`config.mk`:
```
export PLATFORM = sky130hd
export DESIGN_NAME = range_sensor_offset_calibrator_unit
export DESIGN_NICKNAME = d
export VERILOG_FILES = /design/src/hw/rtl/rsoc_pkg.sv /design/src/hw/rtl/rsoc_regs.sv /design/src/hw/rtl/rsoc_front.sv /design/src/hw/rtl/rsoc_queue.sv /design/src/hw/rtl/rsoc_back.sv /design/src/hw/rtl/range_sensor_offset_calibrator_unit.sv
export SDC_FILE = /design/constraint.sdc
export NUM_CORES = 2
export LEC_CHECK = 0
export ABC_AREA = 1
export BUFFER_PORTS_ARGS = -buffer_cell sky130_fd_sc_hd__buf_2
export CORE_MARGIN = 2
export CORE_UTILIZATION = 50
export CTS_CLUSTER_SIZE = 30
export DETAILED_ROUTE_END_ITERATION = 7
export PLACE_DENSITY = 0.67
export SKIP_LAST_GASP = 1
export SLEW_MARGIN = 20
export SYNTH_ARGS = -nofsm -noshare
export SYNTH_HDL_FRONTEND = slang
export SYNTH_SLANG_ARGS = --single-unit
```
`constraint.sdc`:
```
create_clock -name aclk -period 12 [get_ports aclk]
set_input_delay 2.4 -clock aclk [delete_from_list [all_inputs] [get_ports aclk]]
set_output_delay 2.4 -clock aclk [all_outputs]
set_load 0.01 [all_outputs]
```
`src/hw/rtl/rsoc_pkg.sv`:
```
`default_nettype none

package rsoc_pkg;

    localparam int RD_W    = 13;
    localparam int SUM_W   = 19;
    localparam int CNT_W   = 6;
    localparam int SIDE_W  = 3;
    localparam int ID_W    = 4;
    localparam int CONF_W  = 4;
    localparam int NSLOT   = 4;
    localparam int NSLOT_W = 3;

    // Reciprocal for the mean: exact for any 19-bit sum and any divisor below 64.
    localparam int MEAN_K = SUM_W + CNT_W;
    // Reciprocal for the four-fifths step on a 15-bit operand.
    localparam int FIFTH_K = 18;
    localparam logic [16:0] FIFTH_M = 17'd52429;

    localparam int QDEPTH = 4;
    localparam int QPTR_W = 2;
    localparam int QCNT_W = 3;

    localparam int ADDR_W = 6;
    localparam int DATA_W = 64;

    typedef enum logic [1:0] {
        PH_DETECT  = 2'd0,
        PH_AVERAGE = 2'd1,
        PH_DONE    = 2'd2
    } phase_t;

    typedef enum logic [2:0] {
        REG_MAP     = 3'd0,
        REG_COUNTS  = 3'd1,
        REG_VMIN    = 3'd2,
        REG_VMAX    = 3'd3,
        REG_NEAR    = 3'd4,
        REG_CONFIRM = 3'd5
    } reg_idx_t;

    localparam logic [SIDE_W-1:0] SIDE_ALL_DONE = 3'd4;

    typedef struct packed {
        logic [63:0]       side_sensor_map;
        logic [7:0]        side_sensor_counts;
        logic [RD_W-1:0]   valid_min;
        logic [RD_W-1:0]   valid_max;
        logic [RD_W-1:0]   near_threshold;
        logic [CONF_W-1:0] confirm_frames;
    } cfg_t;

    // One unit of work for the back end: a status result or a finished side.
    typedef struct packed {
        logic                         is_offset;
        logic [SIDE_W-1:0]            side;
        phase_t                       phase;
        logic [NSLOT_W-1:0]           nslots;
        logic [NSLOT-1:0][SUM_W-1:0]  sums;
        logic [NSLOT-1:0][ID_W-1:0]   ids;
    } job_t;

endpackage

`default_nettype wire

```
`src/hw/rtl/rsoc_regs.sv`:
```
`default_nettype none

module rsoc_regs (
    input  wire logic                         aclk,
    input  wire logic                         aresetn,
    input  wire logic                         psel,
    input  wire logic                         penable,
    input  wire logic                         pwrite,
    input  wire logic [rsoc_pkg::ADDR_W-1:0]  paddr,
    input  wire logic [rsoc_pkg::DATA_W-1:0]  pwdata,
    output logic      [rsoc_pkg::DATA_W-1:0]  prdata,
    output rsoc_pkg::cfg_t                    cfg
);

    rsoc_pkg::cfg_t   cfg_reg;
    rsoc_pkg::cfg_t   cfg_next;
    rsoc_pkg::reg_idx_t idx;
    logic             wr_en;

    assign idx   = rsoc_pkg::reg_idx_t'(paddr[5:3]);
    assign wr_en = psel & penable & pwrite;

    always_comb begin
        cfg_next = cfg_reg;
        if (wr_en) begin
            unique case (idx)
                rsoc_pkg::REG_MAP:     cfg_next.side_sensor_map    = pwdata;
                rsoc_pkg::REG_COUNTS:  cfg_next.side_sensor_counts = pwdata[7:0];
                rsoc_pkg::REG_VMIN:    cfg_next.valid_min          = pwdata[12:0];
                rsoc_pkg::REG_VMAX:    cfg_next.valid_max          = pwdata[12:0];
                rsoc_pkg::REG_NEAR:    cfg_next.near_threshold     = pwdata[12:0];
                rsoc_pkg::REG_CONFIRM: cfg_next.confirm_frames     = pwdata[3:0];
                default: ;
            endcase
        end
    end

    always_comb begin
        unique case (idx)
            rsoc_pkg::REG_MAP:     prdata = cfg_reg.side_sensor_map;
            rsoc_pkg::REG_COUNTS:  prdata = 64'(cfg_reg.side_sensor_counts);
            rsoc_pkg::REG_VMIN:    prdata = 64'(cfg_reg.valid_min);
            rsoc_pkg::REG_VMAX:    prdata = 64'(cfg_reg.valid_max);
            rsoc_pkg::REG_NEAR:    prdata = 64'(cfg_reg.near_threshold);
            rsoc_pkg::REG_CONFIRM: prdata = 64'(cfg_reg.confirm_frames);
            default:               prdata = '0;
        endcase
    end

    always_ff @(posedge aclk) begin
        if (!aresetn) begin
            cfg_reg.side_sensor_map    <= '0;
            cfg_reg.side_sensor_counts <= 8'd191;
            cfg_reg.valid_min          <= 13'd15;
            cfg_reg.valid_max          <= 13'd2000;
            cfg_reg.near_threshold     <= 13'd60;
            cfg_reg.confirm_frames     <= 4'd3;
        end else begin
            cfg_reg <= cfg_next;
        end
    end

    assign cfg = cfg_reg;

endmodule

`default_nettype wire

```
`src/hw/rtl/rsoc_front.sv`:
```
`default_nettype none

module rsoc_front #(
    parameter int SAMPLES = 50,
    parameter int SIDES   = 4,
    parameter int SLOTS   = 4
) (
    input  wire logic            aclk,
    input  wire logic            aresetn,
    input  wire rsoc_pkg::cfg_t  cfg,
    input  wire logic            in_valid,
    output logic                 in_ready,
    input  wire logic [rsoc_pkg::NSLOT-1:0][rsoc_pkg::RD_W-1:0] readings,
    output logic                 push_valid,
    input  wire logic            push_ready,
    output rsoc_pkg::job_t       push_job
);

    logic [rsoc_pkg::SIDE_W-1:0]                          side_reg, side_next;
    rsoc_pkg::phase_t                                     phase_reg, phase_next;
    logic [rsoc_pkg::CONF_W-1:0]                          confirm_reg, confirm_next;
    logic [rsoc_pkg::CNT_W-1:0]                           samp_reg, samp_next;
    logic [rsoc_pkg::NSLOT-1:0][rsoc_pkg::SUM_W-1:0]      sums_reg, sums_next;

    logic accept;

    assign in_ready   = push_ready;
    assign push_valid = in_valid;
    assign accept     = in_valid & push_ready;

    always_comb begin
        logic [1:0]                   cnt_code;
        logic [rsoc_pkg::NSLOT_W-1:0] n;
        logic                         have;
        logic [rsoc_pkg::RD_W-1:0]    mn;
        logic [rsoc_pkg::CONF_W-1:0]  conf_upd;
        logic [rsoc_pkg::CNT_W-1:0]   samp_upd;
        logic [rsoc_pkg::NSLOT-1:0][rsoc_pkg::SUM_W-1:0] sums_upd;

        side_next    = side_reg;
        phase_next   = phase_reg;
        confirm_next = confirm_reg;
        samp_next    = samp_reg;
        sums_next    = sums_reg;

        cnt_code = cfg.side_sensor_counts[{side_reg[1:0], 1'b0} +: 2];
        n = (cnt_code == 2'd0) ? 3'd4 : {1'b0, cnt_code};
        if (n > 3'(SLOTS)) begin
            n = 3'(SLOTS);
        end

        have = 1'b0;
        mn   = '0;
        for (int i = 0; i < rsoc_pkg::NSLOT; i++) begin
            if ((3'(i) < n) && (readings[i] > cfg.valid_min) &&
                (readings[i] < cfg.valid_max) && (!have || readings[i] < mn)) begin
                mn   = readings[i];
                have = 1'b1;
            end
        end

        conf_upd = '0;
        if (have && mn < cfg.near_threshold) begin
            conf_upd = (confirm_reg == 4'd15) ? confirm_reg : confirm_reg + 4'd1;
        end

        sums_upd = sums_reg;
        for (int i = 0; i < rsoc_pkg::NSLOT; i++) begin
            if (3'(i) < n) begin
                sums_upd[i] = sums_reg[i] + 19'(readings[i]);
            end
        end
        samp_upd = samp_reg + 6'd1;

        push_job.is_offset = 1'b0;
        push_job.side      = side_reg;
        push_job.phase     = phase_reg;
        push_job.nslots    = n;
        push_job.sums      = sums_upd;
        for (int i = 0; i < rsoc_pkg::NSLOT; i++) begin
            push_job.ids[i] = cfg.side_sensor_map[{side_reg[1:0], 2'(i), 2'b00} +: 4];
        end

        if (phase_reg == rsoc_pkg::PH_DONE || side_reg >= 3'(SIDES)) begin
            // Calibration complete: report and stay put.
            push_job.side  = rsoc_pkg::SIDE_ALL_DONE;
            push_job.phase = rsoc_pkg::PH_DONE;
            if (accept) begin
                phase_next = rsoc_pkg::PH_DONE;
            end
        end else if (phase_reg == rsoc_pkg::PH_DETECT) begin
            if (conf_upd >= cfg.confirm_frames) begin
                push_job.phase = rsoc_pkg::PH_AVERAGE;
            end
            if (accept) begin
                confirm_next = conf_upd;
                phase_next   = push_job.phase;
            end
        end else if (samp_upd < 6'(SAMPLES)) begin
            push_job.phase = rsoc_pkg::PH_AVERAGE;
            if (accept) begin
                sums_next = sums_upd;
                samp_next = samp_upd;
            end
        end else begin
            // Last sample of the side: hand the sums to the back end.
            push_job.is_offset = 1'b1;
            push_job.phase = (4'(side_reg) + 4'd1 >= 4'(SIDES)) ?
                             rsoc_pkg::PH_DONE : rsoc_pkg::PH_DETECT;
            if (accept) begin
                sums_next    = '0;
                samp_next    = '0;
                confirm_next = '0;
                side_next    = side_reg + 3'd1;
                phase_next   = push_job.phase;
            end
        end
    end

    always_ff @(posedge aclk) begin
        if (!aresetn) begin
            side_reg    <= '0;
            phase_reg   <= rsoc_pkg::PH_DETECT;
            confirm_reg <= '0;
            samp_reg    <= '0;
            sums_reg    <= '0;
        end else begin
            side_reg    <= side_next;
            phase_reg   <= phase_next;
            confirm_reg <= confirm_next;
            samp_reg    <= samp_next;
            sums_reg    <= sums_next;
        end
    end

endmodule

`default_nettype wire

```
`src/hw/rtl/rsoc_queue.sv`:
```
`default_nettype none

module rsoc_queue (
    input  wire logic            aclk,
    input  wire logic            aresetn,
    input  wire logic            push_valid,
    output logic                 push_ready,
    input  wire rsoc_pkg::job_t  push_job,
    output logic                 pop_valid,
    input  wire logic            pop_ready,
    output rsoc_pkg::job_t       pop_job
);

    rsoc_pkg::job_t                 mem [rsoc_pkg::QDEPTH];
    logic [rsoc_pkg::QPTR_W-1:0]    wr_ptr_reg, wr_ptr_next;
    logic [rsoc_pkg::QPTR_W-1:0]    rd_ptr_reg, rd_ptr_next;
    logic [rsoc_pkg::QCNT_W-1:0]    count_reg, count_next;
    logic                           do_push, do_pop;

    assign push_ready = (count_reg != 3'(rsoc_pkg::QDEPTH));
    assign pop_valid  = (count_reg != '0);
    assign do_push    = push_valid & push_ready;
    assign do_pop     = pop_valid & pop_ready;
    assign pop_job    = mem[rd_ptr_reg];

    always_comb begin
        wr_ptr_next = do_push ? wr_ptr_reg + 2'd1 : wr_ptr_reg;
        rd_ptr_next = do_pop ? rd_ptr_reg + 2'd1 : rd_ptr_reg;
        count_next  = count_reg + 3'(do_push) - 3'(do_pop);
    end

    always_ff @(posedge aclk) begin
        if (do_push) begin
            mem[wr_ptr_reg] <= push_job;
        end
    end

    always_ff @(posedge aclk) begin
        if (!aresetn) begin
            wr_ptr_reg <= '0;
            rd_ptr_reg <= '0;
            count_reg  <= '0;
        end else begin
            wr_ptr_reg <= wr_ptr_next;
            rd_ptr_reg <= rd_ptr_next;
            count_reg  <= count_next;
        end
    end

endmodule

`default_nettype wire

```
`src/hw/rtl/rsoc_back.sv`:
```
`default_nettype none

module rsoc_back #(
    parameter int SAMPLES = 50
) (
    input  wire logic            aclk,
    input  wire logic            aresetn,
    input  wire logic            pop_valid,
    output logic                 pop_ready,
    input  wire rsoc_pkg::job_t  pop_job,
    output logic                 out_valid,
    input  wire logic            out_ready,
    output logic                 out_kind,
    output logic [rsoc_pkg::SIDE_W-1:0] out_side,
    output logic [1:0]           out_phase,
    output logic [rsoc_pkg::ID_W-1:0]   out_id,
    output logic [rsoc_pkg::RD_W-1:0]   out_offset,
    output logic                 out_last
);

    localparam int MEAN_W = rsoc_pkg::MEAN_K + 1;
    localparam int PROD_W = rsoc_pkg::SUM_W + MEAN_W;
    localparam logic [63:0] MEAN_M =
        ((64'd1 << rsoc_pkg::MEAN_K) + 64'(SAMPLES) - 64'd1) / 64'(SAMPLES);

    logic [1:0] slot_reg, slot_next;
    logic       v1_reg, out_valid_reg;
    logic       en, issue, item_last;

    logic                         k1_reg, last1_reg;
    logic [rsoc_pkg::SIDE_W-1:0]  side1_reg;
    logic [1:0]                   phase1_reg;
    logic [rsoc_pkg::ID_W-1:0]    id1_reg;
    logic [rsoc_pkg::RD_W-1:0]    mean1_reg;

    logic                         kind_reg, last_reg;
    logic [rsoc_pkg::SIDE_W-1:0]  side_reg;
    logic [1:0]                   phase_reg;
    logic [rsoc_pkg::ID_W-1:0]    id_reg;
    logic [rsoc_pkg::RD_W-1:0]    offset_reg;

    logic [rsoc_pkg::SUM_W-1:0]   sum_sel;
    logic [PROD_W-1:0]            mean_prod;
    logic [33:0]                  fifth_prod;

    // Pipeline moves whenever the output register is free or being emptied.
    assign en        = !out_valid_reg || out_ready;
    assign issue     = en && pop_valid;
    assign item_last = !pop_job.is_offset || ({1'b0, slot_reg} + 3'd1 == pop_job.nslots);
    assign pop_ready = en && item_last;

    always_comb begin
        slot_next = slot_reg;
        if (issue) begin
            slot_next = item_last ? 2'd0 : slot_reg + 2'd1;
        end
    end

    assign sum_sel    = pop_job.is_offset ? pop_job.sums[slot_reg] : '0;
    assign mean_prod  = PROD_W'(sum_sel) * PROD_W'(MEAN_M[MEAN_W-1:0]);
    assign fifth_prod = 34'({mean1_reg, 2'b00}) * 34'(rsoc_pkg::FIFTH_M);

    always_ff @(posedge aclk) begin
        if (!aresetn) begin
            slot_reg      <= '0;
            v1_reg        <= 1'b0;
            out_valid_reg <= 1'b0;
        end else begin
            slot_reg <= slot_next;
            if (en) begin
                v1_reg        <= issue;
                out_valid_reg <= v1_reg;
            end
        end
    end

    always_ff @(posedge aclk) begin
        if (en) begin
            k1_reg     <= pop_job.is_offset;
            last1_reg  <= item_last;
            side1_reg  <= pop_job.side;
            phase1_reg <= pop_job.phase;
            id1_reg    <= pop_job.is_offset ? pop_job.ids[slot_reg] : '0;
            mean1_reg  <= mean_prod[rsoc_pkg::MEAN_K +: rsoc_pkg::RD_W];

            kind_reg   <= k1_reg;
            last_reg   <= last1_reg;
            side_reg   <= side1_reg;
            phase_reg  <= phase1_reg;
            id_reg     <= id1_reg;
            offset_reg <= fifth_prod[rsoc_pkg::FIFTH_K +: rsoc_pkg::RD_W];
        end
    end

    assign out_valid  = out_valid_reg;
    assign out_kind   = kind_reg;
    assign out_side   = side_reg;
    assign out_phase  = phase_reg;
    assign out_id     = id_reg;
    assign out_offset = offset_reg;
    assign out_last   = last_reg;

endmodule

`default_nettype wire

```
`src/hw/rtl/range_sensor_offset_calibrator_unit.sv`:
```
// An accepted frame passes the job queue, the back-end stage register and the
// output register before its result shows on m_tvalid. Throughput: one frame per
// cycle while the queue has room; a frame that ends a side yields one result per
// active sensor (up to four), absorbed by the four-entry front-to-back job queue.
// Reset: aresetn is synchronous and active low; it clears calibration state,
// the queue and the pipeline, and restores the register defaults.
`default_nettype none

module range_sensor_offset_calibrator_unit #(
    parameter int SAMPLES = 50,
    parameter int SIDES   = 4,
    parameter int SLOTS   = 4
) (
    input  wire logic        aclk,
    input  wire logic        aresetn,

    // Frame input. s_tdata, from bit 0: reading_0, reading_1, reading_2,
    // reading_3 (13 bits each), then four zero bits.
    input  wire logic        s_tvalid,
    output logic             s_tready,
    input  wire logic [55:0] s_tdata,

    // Result output. m_tdata, from bit 0: side (3), phase (2), sensor_id (4),
    // offset_value (13), then two zero bits. m_tuser: kind. m_tlast: last.
    output logic             m_tvalid,
    input  wire logic        m_tready,
    output logic [23:0]      m_tdata,
    output logic             m_tuser,
    output logic             m_tlast,

    // Register port.
    input  wire logic        psel,
    input  wire logic        penable,
    input  wire logic        pwrite,
    input  wire logic [5:0]  paddr,
    input  wire logic [63:0] pwdata,
    output logic [63:0]      prdata,
    output logic             pready
);

    rsoc_pkg::cfg_t  cfg;
    rsoc_pkg::job_t  push_job, pop_job;
    logic            push_valid, push_ready, pop_valid, pop_ready;

    logic                          out_kind, out_last;
    logic [rsoc_pkg::SIDE_W-1:0]   out_side;
    logic [1:0]                    out_phase;
    logic [rsoc_pkg::ID_W-1:0]     out_id;
    logic [rsoc_pkg::RD_W-1:0]     out_offset;

    // The register port never waits.
    assign pready = 1'b1;

    rsoc_regs u_regs (
        .aclk    (aclk),
        .aresetn (aresetn),
        .psel    (psel),
        .penable (penable),
        .pwrite  (pwrite),
        .paddr   (paddr),
        .pwdata  (pwdata),
        .prdata  (prdata),
        .cfg     (cfg)
    );

    // The front end classifies each frame, updates the side, phase, confirm
    // counter and running sums, and turns every request into one job.
    rsoc_front #(
        .SAMPLES (SAMPLES),
        .SIDES   (SIDES),
        .SLOTS   (SLOTS)
    ) u_front (
        .aclk       (aclk),
        .aresetn    (aresetn),
        .cfg        (cfg),
        .in_valid   (s_tvalid),
        .in_ready   (s_tready),
        .readings   (s_tdata[51:0]),
        .push_valid (push_valid),
        .push_ready (push_ready),
        .push_job   (push_job)
    );

    // The queue lets the front end keep taking frames while the back end
    // works through the slots of a finished side or waits on m_tready.
    rsoc_queue u_queue (
        .aclk       (aclk),
        .aresetn    (aresetn),
        .push_valid (push_valid),
        .push_ready (push_ready),
        .push_job   (push_job),
        .pop_valid  (pop_valid),
        .pop_ready  (pop_ready),
        .pop_job    (pop_job)
    );

    // The back end walks the active slots of a job and computes each offset
    // as four fifths of the mean, using two reciprocal multiplications.
    rsoc_back #(
        .SAMPLES (SAMPLES)
    ) u_back (
        .aclk       (aclk),
        .aresetn    (aresetn),
        .pop_valid  (pop_valid),
        .pop_ready  (pop_ready),
        .pop_job    (pop_job),
        .out_valid  (m_tvalid),
        .out_ready  (m_tready),
        .out_kind   (out_kind),
        .out_side   (out_side),
        .out_phase  (out_phase),
        .out_id     (out_id),
        .out_offset (out_offset),
        .out_last   (out_last)
    );

    assign m_tdata = {2'b00, out_offset, out_id, out_phase, out_side};
    assign m_tuser = out_kind;
    assign m_tlast = out_last;

endmodule

`default_nettype wire

```
* Yosys cells after proc, flatten, opt, wreduce, memory -nomap -nowiden
Memory sizes are Yosys's and may differ from the RTL's. A register that Yosys moved wholly into a read port is not among the register bits. Index checks and enable logic that the tools add are counted.
Word-level totals: word-level logic and storage cells 185, output and inout bits 93, RAM bits 404, register bits after elaboration 265, input port bits 133, memories 1
Operators by class: multipliers 2, shift-type cells 5, $lt $le $gt $ge 22, equal/unequal tests 11, reductions and logical operators 39, bitwise gates (word level) 7, mux-type cells 52, add/subtract/negate cells 14
Memory list:
- u_queue.mem | depth 4, width 101, rd ports 1, clocked after Yosys merged registers in 1, write ports 1, RTL line rsoc_queue.sv:14 | rsoc_pkg::job_t mem [rsoc_pkg::QDEPTH];
Operator list (count):
- 64-bit one-hot mux with 6 select lines | 1
- 64-bit by 7-bit variable part select with 4-bit output | 4
- 76-bit 2-to-1 mux | 3
- 19-bit 2-to-1 mux | 6
- 13-bit less-than comparator | 8
- 19-bit by 13-bit adder with 19-bit output | 4
- 13-bit > comparator | 4
- 13-bit 2-to-1 mux | 4
- 19-bit binary-select mux with 2-bit select | 1
- 19-bit by 20-bit multiplier with 38-bit output (second input constant) | 1
- 13-bit by 16-bit multiplier with 29-bit output (second input constant) | 1
- 2-bit 2-to-1 mux | 14
- 4-bit 2-to-1 mux | 7
- 6-bit 2-to-1 mux | 3
- 1-bit logical AND | 14
- 2-bit AND reduction | 7
- 1-bit 2-to-1 mux | 9
- 3-bit 2-to-1 mux | 3
- 4-bit binary-select mux with 2-bit select | 1
- 8-bit by 4-bit variable part select with 2-bit output | 1
- 2-bit by 1-bit adder with 2-bit output (second input constant) | 3
- 6-bit by 1-bit adder with 6-bit output (second input constant) | 1
- 3-bit by 2-bit == test with 1-bit output (second input constant) | 2
- 3-bit == test (second input constant) | 2
- other kinds (30) | 48

* Longest topological paths before layout
depth after elaboration 29, gate-level depth with buffers 67, mapped depth without buffers 62

* Hierarchy
A second synthesis with hierarchy kept.
Second synthesis, totals: cell total of the unflattened synthesis 5120, area total of the unflattened synthesis 45233.4 sq um
Modules (own cells, without submodules):
- rsoc_queue | sequential area each 12311.8 sq um, cells each 1042, area each 16244.3 sq um, times used 1
- rsoc_back | sequential area each 1521.5 sq um, cells each 1453, area each 12276.8 sq um, times used 1
- rsoc_front | sequential area each 1821.7 sq um, cells each 1687, area each 10919.2 sq um, times used 1
- rsoc_regs | sequential area each 2302.2 sq um, cells each 933, area each 5763.0 sq um, times used 1
- range_sensor_offset_calibrator_unit | sequential area each 0.0 sq um, cells each 5, area each 30.0 sq um, times used 1

* Least setup slack after synthesis
No wires, ideal clock.
path kind in2reg, from input port s_tdata[12], to memory u_queue.mem[0][95] (netlist bit) (data pin), path buffers 4, setup slack 1.823 ns, cell stages on the path 59, library setup time 0.274 ns, data arrival time 9.904 ns, required time 11.726 ns, path through ha_1 nand2_1 inv_1 a21oi_1 nand2_1 nor2_1 nand3_4 nor2_8 buf_2 nand2_1 ha_1 a21oi_1 nor2_1 a2111oi_0 nand2_1 nand2_2 nand2_2 clkbuf_1 [... 23 more ...] nor2_1 a21oi_1 ha_1 nand2_1 inv_1 nand3_1 inv_1 a211oi_1 o21ai_0 a21oi_1 and3_1 ha_1 inv_1 a21oi_1 o21a_1 o21a_1 o211ai_1 nand2_1
RTL lines:
- start: declaration | RTL line range_sensor_offset_calibrator_unit.sv:21 | input wire logic [55:0] s_tdata,
- end: declaration | RTL line rsoc_queue.sv:14

==> out/metrics.csv <==
metric,value,unit
top_reg_cell synth,edfxtp_1,
placed wire-length estimate after detailed placement,75.12,mm
Post-CTS Hold Fix Bufs,0,
sequential element share of the synthesized area,43.07,%
cts bufs inserted,72,
overall global routing resource usage,24.76,%
CTS tree,done,
Fmax,90.98,MHz
area of the core,0.08237,mm2
number of remaining DRC errors,0,
Worst Max-Slew Pin Slew,1053,ps
crit end category,flip-flop,
classification of the worst setup path,primary input to flip-flop,
xor/xnor share of the synthesized area,1.702,%
TNS Setup,0,ps
required time at the endpoint of the critical path,12350,ps
shortest clock period the worst path allows after layout,10990,ps
clock-pin slew on the worst setup and hold paths,60,ps
layout filler cell count,7233,
clock insertion delay at the later pin of the skew report,620,ps
total number of clock tree sinks,671,
adder-cell share of the synthesized area,22.29,%
Starting DRT DRC Count,2207,
worst-path fanout max,25,
number of standard-cell rows in the floorplan,105,
"synthesized-area fraction occupied by ao, oa, aoi and oai cells",14.21,%
total count of hold-check failures in the final report,0,
global-route wire length before repair,166.7,mm
Min-Delay Endpoint,u_back.out_side[0]$_DFFE_PN_,
fraction of registers with async set or reset after synthesis,0,%
crit start category,primary input,
multiplexer share of the synthesized area,0.02701,%
Worst Reg-to-Reg Cells,53,
launch point of the worst hold path,u_back.side1_reg[0]$_DFFE_PN_,
number of endpoints failing setup at the final stage,0,
vias in the first global route,30620,
pin count of the biggest net entering global routing,104,
final layout net count,5352,
DIE WIDTH,292.8,um
antenna violations before repair,4,
count of port buffers added during placement,215,
number of detailed-route iterations in the first pass,5,
die area,0.08571,mm2
deepest clock path buffer count,3,
portion of the clock cycle consumed by the worst path in the final layout,91.60,%
fraction of final layout cells sized beyond drive strength 1,8.536,%
"commonest non-fill, non-tap cells in the layout","nand2_1 (627), inv_1 (532), nor2_1 (458), ha_1 (458), edfxtp_1 (452)",
unrepaired setup endpoints after global routing,false,
data arrival time at the worst-slack endpoint,11340,ps
hold path cells,0,
number of placed cells counting well taps,5579,
"leading cell type in the layout, fill and taps excluded",nand2_1,
end-of-flow core utilization,55.86,%
total wire length after detailed routing,106.8,mm
Most Frequent Cell on Critical Path,nand2_1,
Synth cell types,61,
synth-to-layout area growth,10.37,%
grt total ovfl,0,
Via density,5.568,
Post-Synth Simple-Gate Area,12.16,%
max-slew violations,0,
post-synth design cell area,0.04169,mm2
register bit count reported by yosys,671,
CTS H-Tree Depth,3,
RR Endpoint,u_queue.mem[1][95]$_DFFE_PP_,
routed vias,31810,
cells after synthesis,4434,
Root Driver,clkbuf_16,
initial core utilization,50.62,%
routed length per instance,18.69,um
critical path's largest stage delay,430,ps
"setup slack, reg-to-reg",1460,ps
Synth Area per Inst,9.403,um2
crit path max-delay cell type,o21ai_0,
reg-to-reg startpoint,u_front.side_reg[1]$_SDFFE_PN0P_,
worst clock skew,33.52,ps
largest family of logic cells by synthesized area,adder cells,
status,"finished, final reports clean",
number of synthesized flops with an enable pin,452,
Top-Level Pins,226,
post-route ant nets,0,
beginning of the critical path,s_tdata[12],
max cap viols,0,
Hold WC Path Type,flip-flop to flip-flop,
relative slew slack,29.78,%
"non-filler cells, final",5713,
Die H,292.8,um
Yosys warning count,0,
global placer's final weighted congestion,0.8871,
number of flip-flops in the largest register,404,
## cells by family after synthesis
logic type               Yosys count
adder cells (fa/ha/maj)          636
AND/OR/NAND/NOR                 1255
AO/OA/AOI/OAI                   1069
buffers and inverters            719
multiplexers                       1
XOR/XNOR                          81
flip-flops                       671
other                              2
## stage by stage
stage               setup slack, ps  hold WS, ps  instance area (um2)
floorplan                      1823        400.3                41700
global placement              441.0        404.4                43760
CTS                           842.9        418.1                46000
detailed placement            241.0        405.4                43760
global route                  91.08        435.7                46020
finish                         1008        412.3                46020
## per-layer routing
layer | GRT usage (%) | wire (um)
met5 | 0 | 0
met3 | 3.065 | 6654
met4 | 8.005 | 3183
met2 | 42.36 | 51670
met1 | 32.73 | 45260
## worst max-delay path, delay by kind of cell
family | cells | cell delay, ps
adder cells (fa/ha/maj) | 6 | 1900
buffers and inverters | 5 | 350
AND/OR/NAND/NOR | 24 | 2860
AO/OA/AOI/OAI | 17 | 3800
## worst max path at each step
stage                                   end  slack (ps)  cells past startpoint
2_1_floorplan  u_queue.mem[0][95]$_DFFE_PP_        1820                     59
3_5_place_dp   u_queue.mem[1][95]$_DFFE_PP_         240                     52
3_3_place_gp   u_queue.mem[2][95]$_DFFE_PP_         440                     54
6_report       u_queue.mem[1][95]$_DFFE_PP_        1010                     52
4_1_cts        u_queue.mem[1][95]$_DFFE_PP_         840                     52
5_1_grt        u_queue.mem[1][95]$_DFFE_PP_          90                     56
## cells in the mapped netlist (all sizes together) (3+ instances only)
| master | number | area, um2 |
|---|---|---|
| a2111oi | 3 | 26.28 |
| a211oi | 11 | 82.58 |
| a21o | 6 | 45.04 |
| a21oi | 385 | 1927 |
| a221oi | 8 | 70.07 |
| a22oi | 6 | 45.04 |
| a31oi | 11 | 68.82 |
| and3 | 14 | 87.58 |
| buf | 12 | 67.56 |
| clkbuf | 166 | 623.1 |
| dfxtp | 219 | 4384 |
| edfxtp | 452 | 13570 |
| fa | 178 | 3563 |
| ha | 458 | 5731 |
| inv | 539 | 2023 |
| nand2 | 637 | 2419 |
| nand3 | 71 | 377.9 |
| nand3b | 6 | 57.56 |
| nand4 | 24 | 150.1 |
| nor2 | 464 | 1758 |
| nor3 | 25 | 130.1 |
| nor4 | 4 | 25.02 |
| o2111ai | 9 | 78.83 |
| o211ai | 22 | 165.2 |
| o21a | 5 | 37.54 |
| o21ai | 455 | 2277 |
| o21bai | 9 | 67.56 |
| o221ai | 40 | 350.3 |
| o22ai | 65 | 406.6 |
| o31ai | 23 | 172.7 |
| or2 | 6 | 37.54 |
| xnor2 | 26 | 227.7 |
| xor2 | 55 | 481.7 |
## final cells by class
cell class | instances | area [um2] | area share [%]
inverters | 541 | 2037 | 4.427
flip-flops and latches | 671 | 17970 | 39.04
clock inverters | 36 | 330.3 | 0.7178
repair buffers | 252 | 1356 | 2.947
well taps | 1070 | 1339 | 2.909
diodes | 4 | 10.01 | 0.02175
clock buffers | 94 | 1914 | 4.160
multi-input cells | 3045 | 21060 | 45.77
## timing repair
item / CTS / global route
endpoints found under the setup margin: 0 / 5
gates resized for setup: 0 / 1
setup buffers: 0 / 0
hold endpoints to repair: 0 / 0
Power is left out: the tool's default activity adds up to more than one toggle a clock period on the data nets, which glitch-free logic cannot reach.
